`config.mk`:
```
export PLATFORM = sky130hd
export DESIGN_NAME = cic_queue_flat
export DESIGN_NICKNAME = d
export VERILOG_FILES = /design/src/rtl/cic_pkg.sv /design/src/rtl/cic_if.sv /design/src/rtl/cic_queue.sv /design/src/flat_wrapper.sv
export SDC_FILE = /design/constraint.sdc
export NUM_CORES = 1
export LEC_CHECK = 0
export ABC_AREA = 0
export BUFFER_PORTS_ARGS = -buffer_cell sky130_fd_sc_hd__buf_2
export CAP_MARGIN = 20
export CORE_MARGIN = 2
export CORE_UTILIZATION = 51
export DETAILED_ROUTE_END_ITERATION = 6
export PLACE_DENSITY = 0.77
export REMOVE_ABC_BUFFERS = 1
export SYNTH_ARGS = -nofsm -noshare
export SYNTH_HDL_FRONTEND = slang
export SYNTH_SLANG_ARGS = --single-unit
```
`constraint.sdc`:
```
create_clock -name i_clk -period 2.2 [get_ports i_clk]
set_input_delay 0.11 -clock i_clk [delete_from_list [all_inputs] [get_ports i_clk]]
set_output_delay 0.11 -clock i_clk [all_outputs]
set_load 0.02 [all_outputs]
```
`src/rtl/cic_pkg.sv`:
```
// Shared types and constants for the cached inverse colormap.
package cic_pkg;

    localparam int DEF_PALETTE_DEPTH   = 256;
    localparam int DEF_RED_CELL_BITS   = 5;
    localparam int DEF_GREEN_CELL_BITS = 6;
    localparam int DEF_BLUE_CELL_BITS  = 5;

    localparam int RED_SCALE   = 2;
    localparam int GRN_SCALE   = 3;
    localparam int BLU_SCALE   = 1;
    localparam int BOX_AXIS_W  = 3;
    localparam int BOX_W       = 3 * BOX_AXIS_W;
    localparam int BOX_COUNT   = 1 << BOX_W;
    localparam int EPOCH_W     = 8;
    localparam int DIST_W      = 21;
    localparam int COUNT_W     = 9;

    typedef enum logic {
        REQ_PALETTE = 1'b0,
        REQ_PIXEL   = 1'b1
    } t_req;

    typedef struct packed {
        t_req             kind;
        logic [7:0]       entry;
        logic [7:0]       red;
        logic [7:0]       green;
        logic [7:0]       blue;
        logic [BOX_W-1:0] box;
    } t_item;

    typedef struct packed {
        logic sweeping;
    } t_back_stat;

endpackage

```
`src/rtl/cic_if.sv`:
```


interface cic_item_if;
    logic          valid;
    logic          ready;
    cic_pkg::t_item item;
    modport source(output valid, item, input ready);
    modport sink(input valid, item, output ready);
endinterface


```
`src/rtl/cic_queue.sv`:
```
// Small FIFO of work items between the front and back ends.
module cic_queue #(
    parameter int DEPTH = 4
) (
    input  logic        i_clk,
    input  logic        i_rst_n,
    cic_item_if.sink    i_push,
    cic_item_if.source  o_pop
);
    import cic_pkg::*;

    localparam int AW = (DEPTH > 1) ? $clog2(DEPTH) : 1;

    t_item          r_mem [DEPTH];
    logic [AW-1:0]  r_wp;
    logic [AW-1:0]  r_rp;
    logic [AW:0]    r_cnt;
    logic           push;
    logic           pop;

    assign i_push.ready = (r_cnt != (AW+1)'(DEPTH));
    assign o_pop.valid  = (r_cnt != '0);
    assign o_pop.item   = r_mem[r_rp];
    assign push = i_push.valid && i_push.ready;
    assign pop  = o_pop.valid && o_pop.ready;

    always_ff @(posedge i_clk) begin
        if (push) begin
            r_mem[r_wp] <= i_push.item;
        end
    end

    always_ff @(posedge i_clk) begin
        if (!i_rst_n) begin
            r_wp  <= '0;
            r_rp  <= '0;
            r_cnt <= '0;
        end else begin
            if (push) begin
                r_wp <= (r_wp == AW'(DEPTH-1)) ? '0 : r_wp + 1'b1;
            end
            if (pop) begin
                r_rp <= (r_rp == AW'(DEPTH-1)) ? '0 : r_rp + 1'b1;
            end
            if (push && !pop) begin
                r_cnt <= r_cnt + 1'b1;
            end else if (pop && !push) begin
                r_cnt <= r_cnt - 1'b1;
            end
        end
    end

endmodule

```
`src/flat_wrapper.sv`:
```
// flat-port wrapper written by rule: the top's interface ports become plain ports
module cic_queue_flat import cic_pkg::*;
#(
    parameter int DEPTH = 4
)
  (i_clk, i_rst_n, i_push_valid, i_push_item, i_push_ready, o_pop_valid, o_pop_item, o_pop_ready);
  cic_item_if i_push_i ();
  cic_item_if o_pop_i ();
  input  logic i_clk;
  input  logic i_rst_n;
  input wire logic [$bits(i_push_i.valid)-1:0] i_push_valid;
  input wire logic [$bits(i_push_i.item)-1:0] i_push_item;
  output wire logic [$bits(i_push_i.ready)-1:0] i_push_ready;
  output wire logic [$bits(o_pop_i.valid)-1:0] o_pop_valid;
  output wire logic [$bits(o_pop_i.item)-1:0] o_pop_item;
  input wire logic [$bits(o_pop_i.ready)-1:0] o_pop_ready;
  assign i_push_i.valid = i_push_valid;
  assign i_push_i.item = i_push_item;
  assign i_push_ready = i_push_i.ready;
  assign o_pop_valid = o_pop_i.valid;
  assign o_pop_item = o_pop_i.item;
  assign o_pop_i.ready = o_pop_ready;
  cic_queue #(.DEPTH(DEPTH)) u_core (.i_clk(i_clk), .i_rst_n(i_rst_n), .i_push(i_push_i), .o_pop(o_pop_i));
endmodule
```
### Yosys cells after proc, flatten, opt, wreduce, memory -nomap -nowiden

Memories as Yosys holds them, arrays and structs flattened. A register that Yosys moved wholly into a read port is not among the register bits.
Cells that the tools add are included.

| storage, ports and cells | value |
|---|---|
| flip-flop bits (word level) | 7 |
| RAM bits | 168 |
| output and inout port bits | 44 |
| logic and storage cells | 27 |
| memories kept | 1 |

Memory list:

| memory | words | bits a word | rd ports | clocked after memory_dff | write ports | line | RTL |
|---|---|---|---|---|---|---|---|
| u_core.r_mem | 4 | 42 | 1 | 1 | 1 | cic_queue.sv:14 | `t_item r_mem [DEPTH];` |

| operators by class | value |
|---|---|
| $add $sub $neg | 4 |
| eq/ne operators | 3 |
| muxes and demuxes | 8 |
| reductions and logical operators | 8 |

Operators with widths:

| operator | number |
|---|---|
| 2-bit two-way mux | 4 |
| 3-bit two-way mux | 2 |
| 2-bit by 1-bit adder with 2-bit output (second input constant) | 2 |
| 2-bit == test (second input constant) | 2 |
| 1-bit logical AND | 4 |
| 3-bit by 1-bit adder with 3-bit output (second input constant) | 1 |
| 3-bit != test (second input constant) | 1 |
| 3-bit nonzero test | 1 |
| 3-bit by 1-bit subtractor with 3-bit output (second input constant) | 1 |
| 1-bit logical NOT | 2 |
| 1-bit two-way mux | 2 |
| 2-bit nonzero test | 1 |

### Longest topological paths before layout

| depth | value |
|---|---|
| depth after elaboration | 6 |
| gate-level depth with buffers | 9 |

### Worst setup path after synthesis

OpenSTA, ideal clock, no wires.

| timing | value |
|---|---|
| kind | register -> register |
| start | register u_core.r_cnt[0] |
| end | register u_core.r_cnt[2] |
| setup time | 0.076 ns |
| arrival time | 2.126 ns |
| data required time | 2.124 ns |
| path slack | -0.002 ns |
| stages on the path, launching flop included | 8 |
| buffers on the path | 0 |
| period minus slack after synthesis | 2.202 ns |
| cells stage by stage | dfxtp_1 > o31ai_1 > ha_1 > inv_1 > fa_1 > xor2_1 > or3_2 > a21boi_0 |

| on the way | value |
|---|---|
| cells in the longest elaborated chain, start to end | 5 |
| elaborated cells between the ends (all ways) | 13 |
| classes of those cells | 2 x add/sub; 1 x eq/ne; 2 x mux; 8 x reduce/logical |

Ends and longest elaborated chain:

| item | line | RTL |
|---|---|---|
| start: declaration | cic_queue.sv:17 | `logic [AW:0] r_cnt;` |
| start signal: assignment | cic_queue.sv:46 | `r_cnt <= r_cnt + 1'b1;` |
| start signal: assignment | cic_queue.sv:48 | `r_cnt <= r_cnt - 1'b1;` |
| parallel branches: the longest is 5 deep, another holds 3-bit by 1-bit subtractor with 3-bit output | -- |  |

Several ways; the timed one is not identified. The select of a mux whose other input is x is not followed.
A chain may end at the register's enable or synchronous reset.

### Worst setup path in the final report

| timing | value |
|---|---|
| start | register u_core.r_cnt[2] |
| end | register u_core.r_cnt[2] |

| on the way | value |
|---|---|
| cells in the longest elaborated chain, start to end | 5 |
| elaborated cells between the ends (all ways) | 13 |
| classes of those cells | 2 x add/sub; 1 x eq/ne; 2 x mux; 8 x reduce/logical |

Ends and longest elaborated chain:

| item | line | RTL |
|---|---|---|
| 3-bit != test * | cic_queue.sv:21 | `assign i_push.ready = (r_cnt != (AW+1)'(DEPTH));` |
| 1-bit logical AND * | cic_queue.sv:24 | `assign push = i_push.valid && i_push.ready;` |
| via u_core.push | cic_queue.sv:18 | `logic push;` |
| 1-bit logical NOT | cic_queue.sv:47 | `end else if (pop && !push) begin` |
| 1-bit logical AND | cic_queue.sv:47 |  |
| 2-bit nonzero test (no source line) | -- |  |

Mark *: on every way through the listed nets, which the timed path passes. The rest lies on a longest branch. The select of a mux whose other input is x is not followed.

==> results.cfg <==
[sta]
layout_min_cycle_time_ns = 2.11
fin_crit_sh_pct = 95.8
rsz0062_at_grt = false
tns_ns = 0
timing.fmax_mhz = 475
holdWs_ns = 0.0385
relSlewSlack_pct = 57.7
skew_ns = 0.00585
setup-violations-final = 0
worst_pin_slew_ns = 0.635
hold_viol = 0
drv_slew = 0

[pwr]
p_clk_share_pct = 31.6
static-leakage-power_nw = 2.86
pwr_density_cell_mw_per_mm2 = 1150
seq_power_share_pct = 44.4
ir_worst_vdd_mv = 0.691
intPower_mw = 7.03
pwr-share-comb_pct = 24.0
swShare_pct = 26.7
p_sw_mw = 2.57

[global_routing]
grt.total_usage_pct = 17.4
overflow = 0
grt_max_degree = 43
antenna_found_initial = 0
grt_pass1_wl_um = 16800
grt_pass1_vias = 3203

[synth]
synthDistinctLibCells = 27
ys_seq_area_share_pct = 79.9
synthAdderAreaFrac_pct = 1.45
synth.area.mux_share_pct = 14.8
synth_most_common_cell = edfxtp_1
synth_area_leaders = edfxtp_1 (77%), mux4_2 (14%), dfxtp_1 (2.8%)
synth_top_area_share_pct = 77.2
ys_ff_latch = 177
synth_compound_area_share_pct = 0.536
syn_inst = 271
synth_area_mm2 = 0.00654
ys_warn_count = 0
synth_top_cell_by_area = edfxtp_1
yosys.area_share.simple_pct = 1.80
synth-edff-count = 168
synth_commonest_cells = edfxtp_1 (168), mux4_2 (42), dfxtp_1 (9)
synthFlopType = edfxtp_1
postSynth.asyncResetShare_pct = 0
synthXorXnorAreaFrac_pct = 0.268
synth_top_family_by_area = multiplexers
avgSynthCellArea_um2 = 24.1

[placement]
port_buffers = 89
placed_cell_area_mm2 = 0.00724
gp_congestion = 0.719
place.detailed.hpwl_um = 6550

[setup_path]
rrSetupSlack_ns = 0.09
worstSetupPathType = reg2reg
reg2regPathDepth = 8
rr_startpoint = u_core.r_cnt[2]
required_ns = 2.55
path_max_fanout = 5
timing.rr.end = u_core.r_cnt[2]
endpoint_kind = register
start_kind = register
arrival_ns = 2.46

[clocking]
clk_pin_slew_ns = 0.06
clock_path_buffers = 2
cts_made_buffers = 17
cts_root_buffer = clkbuf_16
clkSinkCount = 177
clk_latency_ns = 0.42
htree_levels = 4
cts_tree = yes

[die]
die_area_mm2 = 0.0137
pin_count = 90
core_area_mm2 = 0.0126
rows = 41
initial_utilization_pct = 52.0
die_y_um = 117
chipWidth_um = 117

[finish]
drive_gt1_share_pct = 42.5
area_growth_pct = 27.1
nets = 475
diodes = 0
post-route-util_pct = 66.1
final_area_mm2 = 0.00831

[detailed_routing]
drt_iter0_drc = 181
ant_nets = 0
num_vias = 3145
viasPerCell = 5.18
avgRoutedWirePerCell_um = 18.3
dr.pass1.iters = 4
routed_wl_um = 11100
drcViolationCount = 0

[worst_hold_path]
min_path_type = in2reg
min_from = i_rst_n
hold_depth = 2
hold_path_end = u_core.r_cnt[1]

[run_status]
status = completed

[run]
maxCapViolations = 0
[metal layers]
| layer | wire (um) | global-route usage [%] |
|---|---|---|
| met2 | 5600 | 27.5 |
| met3 | 503 | 5.92 |
| met5 | 0 | 0 |
| met1 | 4760 | 21.9 |
| met4 | 221 | 8.08 |
[worst max-delay path: stages (launching register included)]
cell	delay [ns]
dfxtp_2	0.38
or3b_1	0.38
and2_4	0.18
ha_2	0.17
inv_1	0.07
fa_2	0.20
xor2_1	0.08
or3_2	0.44
a21boi_2	0.14
[cells by family (layout without fill, tap and decap cells)]
logic type | Yosys count | after routing
fa+ha+maj | 7 | 7
compound gates | 6 | 6
mux | 44 | 44
buf+inv | 15 | 179
simple gates | 20 | 20
xor+xnor | 2 | 2
flops | 177 | 177
[state kept, by name (all words and copies together), names as in the netlist, named ones only]
name          cells
u_core.r_mem    168
u_core.r_cnt      3
u_core.r_rp       2
u_core.r_wp       2
[repair_timing]
item,4_1_cts,5_1_grt
hold endpoints to repair,169,0
endpoints found under the setup margin,1,1
hold buffers,43,0
resized for setup,3,8
setup buffers,0,1
[placed cells by master (no fill, tap or decap), types with 4 or more instances in the layout]
master	synthesis	layout
buf_2	2	89
dlygate4sd3_1	0	43
nand2_1	5	5
bufinv_16	0	4
and3_2	4	4
mux4_2	42	42
edfxtp_1	168	168
dfxtp_1	9	4
clkbuf_16	0	17
buf_4	4	10
ha_1	6	5
[worst max path at each step]
stage                         start               to  slack (ns)  cells past startpoint
finish              u_core.r_cnt[2]  u_core.r_cnt[2]        0.09                      8
global route        u_core.r_cnt[2]  u_core.r_cnt[2]        0.02                      8
CTS                 u_core.r_cnt[2]  u_core.r_cnt[2]       0.007                      8
detailed placement  u_core.r_cnt[0]  u_core.r_cnt[2]       -0.04                      7
global placement    u_core.r_cnt[0]  u_core.r_cnt[2]        0.11                      8
floorplan                  register    o_pop_item[0]       -0.48                      1
[per-stage QoR]
stage	instances	power (mW)	setup WS, ns
after floorplan	259	5.77	-0.483
after global placement	531	6.46	0.108
after detailed placement	531	6.55	-0.0444
after CTS	606	9.64	0.00746
after global routing	607	10.0	0.0175
final	607	9.60	0.0933
[power groups by stage]
stage                     clock network [mW]  registers, mW  logic [mW]
final                                   3.03           4.26        2.31
after global routing                    3.24           4.29        2.49
after CTS                               3.09           4.25        2.30
after detailed placement                   0           4.31        2.23
after global placement                     0           4.28        2.18
after floorplan                            0           4.39        1.38
[cell type report]
| cell class | count | area [um2] |
|---|---|---|
| Sequential cell | 177 | 5240 |
| Fill cell | 851 | 4260 |
| Multi-Input combinational cell | 79 | 1250 |
| Timing Repair Buffer | 144 | 991 |
| Clock buffer | 20 | 437 |
| Tap cell | 172 | 215 |
| Clock inverter | 12 | 165 |
| Inverter | 3 | 11.3 |
No activity file was read; power rests on OpenSTA's default activity.
